## src/hdl/ipv4rx_pkg.sv

```systemverilog
package ipv4rx_pkg;

	localparam int unsigned COUNT_W = 17;
	localparam logic [COUNT_W-1:0] COUNT_MAX = '1;
	localparam logic [COUNT_W-1:0] ETH_HDR_LEN = 17'd14;
	localparam logic [COUNT_W-1:0] MIN_FRAME_LEN = 17'd34;
	localparam logic [COUNT_W-1:0] POS_TYPE_HI = 17'd12;
	localparam logic [COUNT_W-1:0] POS_TYPE_LO = 17'd13;
	localparam logic [COUNT_W-1:0] POS_VER_IHL = 17'd14;
	localparam logic [COUNT_W-1:0] POS_TLEN_HI = 17'd16;
	localparam logic [COUNT_W-1:0] POS_TLEN_LO = 17'd17;
	localparam logic [COUNT_W-1:0] POS_FRAG_HI = 17'd20;
	localparam logic [COUNT_W-1:0] POS_FRAG_LO = 17'd21;
	localparam logic [COUNT_W-1:0] POS_PROTO = 17'd23;
	localparam logic [COUNT_W-1:0] POS_SRC_FIRST = 17'd26;
	localparam logic [COUNT_W-1:0] POS_SRC_LAST = 17'd29;
	localparam logic [COUNT_W-1:0] POS_DST_FIRST = 17'd30;
	localparam logic [COUNT_W-1:0] POS_DST_LAST = 17'd33;
	localparam logic [7:0] ETYPE_HI = 8'h08;
	localparam logic [7:0] ETYPE_LO = 8'h00;
	localparam logic [3:0] IP_VERSION = 4'd4;
	localparam logic [5:0] MIN_IHL = 6'd20;
	localparam logic [15:0] SUM_GOOD = 16'hFFFF;

	localparam int QUEUE_DEPTH_DEFAULT = 2;

	typedef enum logic [2:0] {
		ST_OK        = 3'd0,
		ST_SHORT     = 3'd1,
		ST_NOT_IPV4  = 3'd2,
		ST_VERSION   = 3'd3,
		ST_LENGTH    = 3'd4,
		ST_CHECKSUM  = 3'd5,
		ST_FRAGMENT  = 3'd6,
		ST_DEST      = 3'd7
	} status_t;

	// Summary of one frame, handed from the byte parser to the verdict stage.
	typedef struct packed {
		logic [COUNT_W-1:0] frame_len;
		logic               ethertype_ok;
		logic [3:0]         version;
		logic [3:0]         header_words;
		logic [15:0]        total_length;
		logic [15:0]        checksum;
		logic               fragment_set;
		logic [7:0]         protocol;
		logic [31:0]        source;
		logic [31:0]        destination;
	} frame_info_t;

	typedef struct packed {
		status_t     status;
		logic [7:0]  protocol;
		logic [31:0] source;
		logic [6:0]  offset;
		logic [15:0] length;
	} result_t;

endpackage

```

## src/hdl/ipv4rx_parser.sv

```systemverilog
module ipv4rx_parser
	import ipv4rx_pkg::*;
(
	input  logic        clk,
	input  logic        arst_n,
	input  logic        byte_valid,
	input  logic [7:0]  data_byte,
	input  logic        last_byte,
	output logic        info_push,
	output frame_info_t info
);

	logic [COUNT_W-1:0] byte_count_q;
	logic               ethertype_ok_q, ethertype_ok_d;
	logic [3:0]         version_q, version_d;
	logic [3:0]         header_words_q, header_words_d;
	logic [15:0]        total_length_q, total_length_d;
	logic [15:0]        checksum_q, checksum_d;
	logic [7:0]         pending_q, pending_d;
	logic [13:0]        fragment_q, fragment_d;
	logic [7:0]         protocol_q, protocol_d;
	logic [31:0]        source_q, source_d;
	logic [31:0]        destination_q, destination_d;
	logic [COUNT_W-1:0] pos;
	logic [COUNT_W-1:0] header_end;
	logic [16:0]        sum_wide;

	assign pos = byte_count_q;

	always_comb begin
		ethertype_ok_d = ethertype_ok_q;
		version_d = version_q;
		header_words_d = header_words_q;
		total_length_d = total_length_q;
		checksum_d = checksum_q;
		pending_d = pending_q;
		fragment_d = fragment_q;
		protocol_d = protocol_q;
		source_d = source_q;
		destination_d = destination_q;

		if (pos == POS_TYPE_HI) ethertype_ok_d = (data_byte == ETYPE_HI);
		if (pos == POS_TYPE_LO) ethertype_ok_d = ethertype_ok_q && (data_byte == ETYPE_LO);
		if (pos == POS_VER_IHL) begin
			version_d = data_byte[7:4];
			header_words_d = data_byte[3:0];
		end
		if (pos == POS_TLEN_HI) total_length_d[15:8] = data_byte;
		if (pos == POS_TLEN_LO) total_length_d[7:0] = data_byte;
		if (pos == POS_FRAG_HI) fragment_d[13:8] = data_byte[5:0];
		if (pos == POS_FRAG_LO) fragment_d[7:0] = data_byte;
		if (pos == POS_PROTO) protocol_d = data_byte;
		if (pos >= POS_SRC_FIRST && pos <= POS_SRC_LAST) source_d = {source_q[23:0], data_byte};
		if (pos >= POS_DST_FIRST && pos <= POS_DST_LAST) begin
			destination_d = {destination_q[23:0], data_byte};
		end

		// The header length seen by the sum is the one in effect after this byte.
		header_end = ETH_HDR_LEN + COUNT_W'({header_words_d, 2'b00});
		sum_wide = {1'b0, checksum_q} + {1'b0, pending_q, data_byte};
		if (pos >= ETH_HDR_LEN && pos < header_end) begin
			if (!pos[0]) begin
				pending_d = data_byte;
			end else begin
				checksum_d = sum_wide[15:0] + {15'd0, sum_wide[16]};
			end
		end

		info.frame_len = (pos < COUNT_MAX) ? pos + 1'b1 : COUNT_MAX;
		info.ethertype_ok = ethertype_ok_d;
		info.version = version_d;
		info.header_words = header_words_d;
		info.total_length = total_length_d;
		info.checksum = checksum_d;
		info.fragment_set = (fragment_d != 14'd0);
		info.protocol = protocol_d;
		info.source = source_d;
		info.destination = destination_d;
	end

	assign info_push = byte_valid && last_byte;

	always_ff @(posedge clk or negedge arst_n) begin
		if (!arst_n) begin
			byte_count_q <= '0;
			ethertype_ok_q <= 1'b0;
			version_q <= '0;
			header_words_q <= '0;
			total_length_q <= '0;
			checksum_q <= '0;
			pending_q <= '0;
			fragment_q <= '0;
			protocol_q <= '0;
			source_q <= '0;
			destination_q <= '0;
		end else if (byte_valid) begin
			if (last_byte) begin
				byte_count_q <= '0;
				ethertype_ok_q <= 1'b0;
				version_q <= '0;
				header_words_q <= '0;
				total_length_q <= '0;
				checksum_q <= '0;
				pending_q <= '0;
				fragment_q <= '0;
				protocol_q <= '0;
				source_q <= '0;
				destination_q <= '0;
			end else begin
				if (byte_count_q < COUNT_MAX) byte_count_q <= byte_count_q + 1'b1;
				ethertype_ok_q <= ethertype_ok_d;
				version_q <= version_d;
				header_words_q <= header_words_d;
				total_length_q <= total_length_d;
				checksum_q <= checksum_d;
				pending_q <= pending_d;
				fragment_q <= fragment_d;
				protocol_q <= protocol_d;
				source_q <= source_d;
				destination_q <= destination_d;
			end
		end
	end

endmodule

```

## config.mk

```make
export PLATFORM = sky130hd
export DESIGN_NAME = ipv4rx_parser
export DESIGN_NICKNAME = d
export VERILOG_FILES = /design/src/hdl/ipv4rx_pkg.sv /design/src/hdl/ipv4rx_parser.sv
export SDC_FILE = /design/constraint.sdc
export NUM_CORES = 1
export LEC_CHECK = 0
export ABC_AREA = 1
export BUFFER_PORTS_ARGS = -buffer_cell sky130_fd_sc_hd__buf_4
export CORE_ASPECT_RATIO = 1.25
export CORE_MARGIN = 2
export CORE_UTILIZATION = 30
export CTS_BUF_LIST = sky130_fd_sc_hd__clkbuf_16
export DETAILED_ROUTE_END_ITERATION = 7
export PLACE_DENSITY = 0.52
export SYNTH_ARGS = -nofsm -noshare
export SYNTH_HDL_FRONTEND = slang
export SYNTH_SLANG_ARGS = --single-unit
```

## constraint.sdc

```tcl
create_clock -name clk -period 2.9 [get_ports clk]
set_input_delay 0.145 -clock clk [delete_from_list [all_inputs] [get_ports clk]]
set_output_delay 0.145 -clock clk [all_outputs]
set_load 0.05 [all_outputs]
```

Yosys cells after proc, flatten, opt, wreduce, memory -nomap -nowiden
Index checks and enable logic that the tools add are counted.
- register bits after elaboration: 152
- output and inout port bits: 132
- word-level logic and storage cells: 71
- add/subtract/negate cells: 4
- magnitude comparators: 7
- equal/unequal tests: 10
- mux-type cells: 28
- reductions and logical operators: 11
- operators by type and width (operator ; count):
    $mux W32 ; 4
    $eq A17 B5 Y1 const B ; 5
    $mux W16 ; 4
    $mux W8 ; 8
    $eq A17 B4 Y1 const B ; 3
    $mux W17 ; 3
    $ge A17 B5 Y1 const B ; 2
    $add A16 B16 Y17 ; 1
    $add A17 B1 Y17 const B ; 1
    $ge A17 B4 Y1 const B ; 1
    $le A17 B5 Y1 const B ; 1
    $le A17 B6 Y1 const B ; 1
    $lt A17 B17 Y1 const B ; 1
    $lt A17 B7 Y1 ; 1
    $add A16 B1 Y16 ; 1
    $mux W4 ; 4
    $mux W14 ; 1
    $reduce_bool A14 Y1 ; 1
    $eq A8 B4 Y1 const B ; 1
    $logic_not A8 Y1 ; 1
    $add A4 B6 Y7 const A ; 1
    $mux W6 ; 1
    $logic_and A1 B1 Y1 ; 5
    $reduce_bool A2 Y1 ; 2
    other kinds (4) ; 6

Depth between registers and ports, before layout
- depth after elaboration: 7
- depth in mapped cells: 24
- gate-level depth less buffers: 24

Least setup slack after synthesis
No wires, ideal clock.
- kind: reg-to-output
- from: register byte_count_q[16]
- to: output port info[82] (netlist name)
- arrival: 4.447 ns
- slack: -1.692 ns
- stages on the path, launching flop included: 21
- cells stage by stage: dfrtp_1 -> inv_2 -> nand2_1 -> nor3_1 -> nand2_1 -> nor2_4 -> nand2_2 -> o21ai_1 -> nor2_1 -> inv_1 -> nand2_1 -> nand2_1 -> ha_1 -> a21oi_1 -> o21ai_0 -> nand4_1 -> nand4_1 -> nor2_4 -> inv_2 -> nand2_1 -> a21boi_0
- RTL lines (what ; line ; text):
    start, declared ; ipv4rx_parser.sv:13 ; logic [COUNT_W-1:0] byte_count_q;
    start signal, assigned ; ipv4rx_parser.sv:110 ; if (byte_count_q < COUNT_MAX) byte_count_q <= byte_count_q + 1'b1;
    end, declared ; ipv4rx_parser.sv:10 ; output frame_info_t info

==> flow_metrics.tcl <==
set metrics [dict create \
    status "finished, violations left" \
    violations "negative setup slack" \
    period_share_pct 130 \
    min_to "checksum_q[10]$_DFFE_PN0P_" \
    tritoncts_clock_tree "yes" \
    core-area_mm2 0.0318 \
    final_critical_path_setup_slack_ns -0.866 \
    post-place-ws_ns -0.755 \
    avgRoutedWirePerCell_um 15.8 \
    drive_above_1_share_pct 34.3 \
    max_slew_violation_count 0 \
    floorplan.die.height_um 205 \
    synth_edf_count 0 \
    horizontal_extent_of_the_die_um 165 \
    path_clk_slew_ns 0.07 \
    globalRouteOverflowTotal 0 \
    power_leakage_nw 7.44 \
    post_route_drc_violation_count 0 \
    diodes 0 \
    worst_setup_path_end_kind "output pin" \
    first_global_vias 8817 \
    final.hold.worst_slack_ns 0.160 \
    post_synth_instance_area_mm2 0.00966 \
    grt_antenna_before_repair 0 \
    worstHoldStart "byte_valid" \
    synth_top_flop_cell "sky130_fd_sc_hd__dfrtp_1" \
    critical_path.reg2reg.endpoint "checksum_q[3]$_DFFE_PN0P_" \
    numPlacedInstances 1898 \
    synth_area_leader_cell "sky130_fd_sc_hd__dfrtp_1" \
    synth.yosys.seq_area_share_pct 39.4 \
    crit_path_start "byte_count_q[12]$_DFFE_PN0P_" \
    gp_routability_congestion 0.852 \
    grt_start_max_net_pins 74 \
    clk_root_buffer_cell "sky130_fd_sc_hd__clkbuf_16" \
    fill_cells 3237 \
    antenna_left 0 \
    drt_iter0_markers 744 \
    grt_pass1_wl_mm 47.8 \
    route.detailed.vias_per_inst 4.78 \
    worst_ep_required_time_ns 2.76 \
    postSynthRegisterBits 152 \
    setup_viol 40 \
    cts-root-to-sink-buffers 2 \
    post_synthesis_async_set_or_reset_flop_share_pct 100 \
    finalHoldViolCount 0 \
    synth.net_count 1325 \
    syn-mean-instance-area_um2 7.52 \
    syn2layout_area_growth_pct 42.7 \
    cellPowerDensity_mw_per_mm2 351 \
    worst_slew_margin_rel_pct 34.3 \
    timing.critical_path.fanout_max 7 \
    achievable-frequency_ghz 0.266 \
    max_cap_violations 0 \
    worst_ep_arrival_time_ns 3.62 \
    floorplan.initialDensity_pct 30.4 \
    place.port_buffers 143 \
    min_period_ns 3.77 \
    wirelength_mm 31.3 \
    rrSetupSlack_ns -0.54 \
    fin_nets 1595 \
    numClockSinks 152 \
    synth_top_cells_by_area "sky130_fd_sc_hd__dfrtp_1 39%, sky130_fd_sc_hd__nand2_1 13%, sky130_fd_sc_hd__inv_1 9.1%" \
    worstReg2RegStart "byte_count_q[12]$_DFFE_PN0P_" \
    htree_num_levels 4 \
    drt-pass1-iter-count 8 \
    grt_use_total_pct 18.2 \
    detailedPlacementHpwl_mm 21.1 \
    fin_worst_skew_ns 0.0152 \
    clk_latency_ns 0.44 \
    crit_path_start_kind "flip-flop" \
    hold_path_class "input pin to flip-flop" \
    yosys.cell_types.count 47 \
    yosys.area.top_type_share_pct 39.4 \
    actual_slew_at_the_worst_max_slew_pin_ns 0.985 \
    pin_count 144 \
    final_core_util_pct 43.4 \
    synth_cells 1285 \
    fin_cells 1980 \
    core.rowCount 73 \
    num_vias 9464 \
    synth_warnings 0 \
    number_of_buffers_created_by_cts 17 \
    floorplan.die_area_mm2 0.0337 \
    rsz0062_at_grt "yes" \
    worstHoldPathCells 5 \
    ir_worst_vdd_uv 354 \
    timing.reg2reg.worst_path_depth 22 \
    path_class "flip-flop to output pin" \
]
-- power breakdown --
group | switching, mW | internal, mW
Clock | 0.988 | 1.36
Combinational | 0.277 | 0.0923
Sequential | 0.00216 | 2.12
-- what timing repair did --
action,CTS,global route
pin swaps,18,36
setup buffers,23,21
endpoints found under the setup margin,70,113
cloned,2,3
resized for setup,115,120
endpoints found under the hold margin,71,0
hold buffers,2,0
-- critical path: stages (launching register included) --
cell and delay (ns):
sky130_fd_sc_hd__dfrtp_1 0.39, sky130_fd_sc_hd__inv_2 0.07, sky130_fd_sc_hd__nand2_2 0.06, sky130_fd_sc_hd__nor3_2 0.12
sky130_fd_sc_hd__nand2_2 0.10, sky130_fd_sc_hd__nor2_4 0.12, sky130_fd_sc_hd__nand2_4 0.11, sky130_fd_sc_hd__buf_6 0.15
sky130_fd_sc_hd__buf_4 0.13, sky130_fd_sc_hd__o21ai_2 0.19, sky130_fd_sc_hd__nand3_1 0.15, sky130_fd_sc_hd__ha_1 0.34
sky130_fd_sc_hd__a21oi_1 0.15, sky130_fd_sc_hd__nand4_1 0.16, sky130_fd_sc_hd__nor2_4 0.31, sky130_fd_sc_hd__buf_12 0.17
sky130_fd_sc_hd__or2_4 0.12, sky130_fd_sc_hd__a21boi_4 0.17, sky130_fd_sc_hd__buf_6 0.17
-- cell usage in the layout (no fill, tap or decap), types with 24 or more instances in the layout --
cell type,n
sky130_fd_sc_hd__a22o_1,30
sky130_fd_sc_hd__dfrtp_1,151
sky130_fd_sc_hd__buf_6,55
sky130_fd_sc_hd__o21ai_2,59
sky130_fd_sc_hd__nand2_1,298
sky130_fd_sc_hd__o22ai_1,76
sky130_fd_sc_hd__buf_4,228
sky130_fd_sc_hd__inv_1,216
sky130_fd_sc_hd__nand2_2,27
sky130_fd_sc_hd__o21ai_0,57
sky130_fd_sc_hd__nor2_1,33
sky130_fd_sc_hd__nand3_1,37
sky130_fd_sc_hd__inv_2,24
-- state kept, by name, summed over array words and instances, names as in the netlist --
signal          count
pending_q           8
fragment_q         14
source_q           32
version_q           4
checksum_q         16
byte_count_q       17
protocol_q          8
ethertype_ok_q      1
destination_q      32
header_words_q      4
total_length_q     16
-- routing by layer --
metal	up-vias	routed length, um	track usage (%)
li1	4756	-	-
met1	4468	14600	24.8
met2	209	14900	29.5
met3	31	1120	2.83
met4	0	642	5.53
met5	-	0	0
-- per-stage QoR --
step | power (mW) | setup TNS (ns) | instance area [um2]
floorplan | 2.33 | -18.99 | 9770
global placement | 2.52 | -18.33 | 11900
detailed placement | 2.52 | -22.34 | 11900
CTS | 4.91 | -18.81 | 13200
global route | 5.01 | -28.99 | 13800
finish | 4.84 | -18.50 | 13800
-- Yosys cell counts (all sizes together), types with 2 or more instances --
cell type and count:
o21ai 146, or2 6, nand3 48, a22o 30, nand4 18, xor2 12, nor3 14, a21oi 25
xnor2 3, nand2 331, o21a 6, nand3b 6, nor2 55, dfrtp 152, nor4 7, o21bai 2
clkbuf 30, a21boi 6, buf 24, o22ai 80, inv 242, o31ai 10, ha 27
-- cell families (layout without fill, tap and decap cells) --
| group | Yosys count | count (layout) | share of synthesized area (%) |
|---|---|---|---|
| AND/OR/NAND/NOR | 486 | 488 | 21.9 |
| AO/OA/AOI/OAI | 308 | 308 | 20.8 |
| buffers and inverters | 296 | 577 | 12.9 |
| flip-flops | 152 | 152 | 39.4 |
| adder cells (fa/ha/maj) | 28 | 28 | 3.70 |
| XOR/XNOR | 15 | 15 | 1.36 |
-- final cells by class --
type	instances	area, um2	area share [%]
Sequential cell	152	3800	27.6
Tap cell	412	515	3.74
Timing Repair Buffer	303	2700	19.6
Multi-Input combinational cell	839	5250	38.1
Clock inverter	15	171	1.24
Inverter	242	921	6.68
Clock buffer	17	425	3.08
-- how the worst max path moves through the flow --
stage | endpoint | slack, ns | cells past startpoint
after floorplan | checksum_q[7]$_DFFE_PN0P_ | -0.63 | 23
after global placement | info[79] | -0.63 | 23
after detailed placement | info[79] | -0.75 | 23
after CTS | info[76] | -0.89 | 23
after global routing | info[86] | -1.08 | 22
final | info[86] | -0.87 | 18
Note: power is estimated with default switching activity, not from simulation.
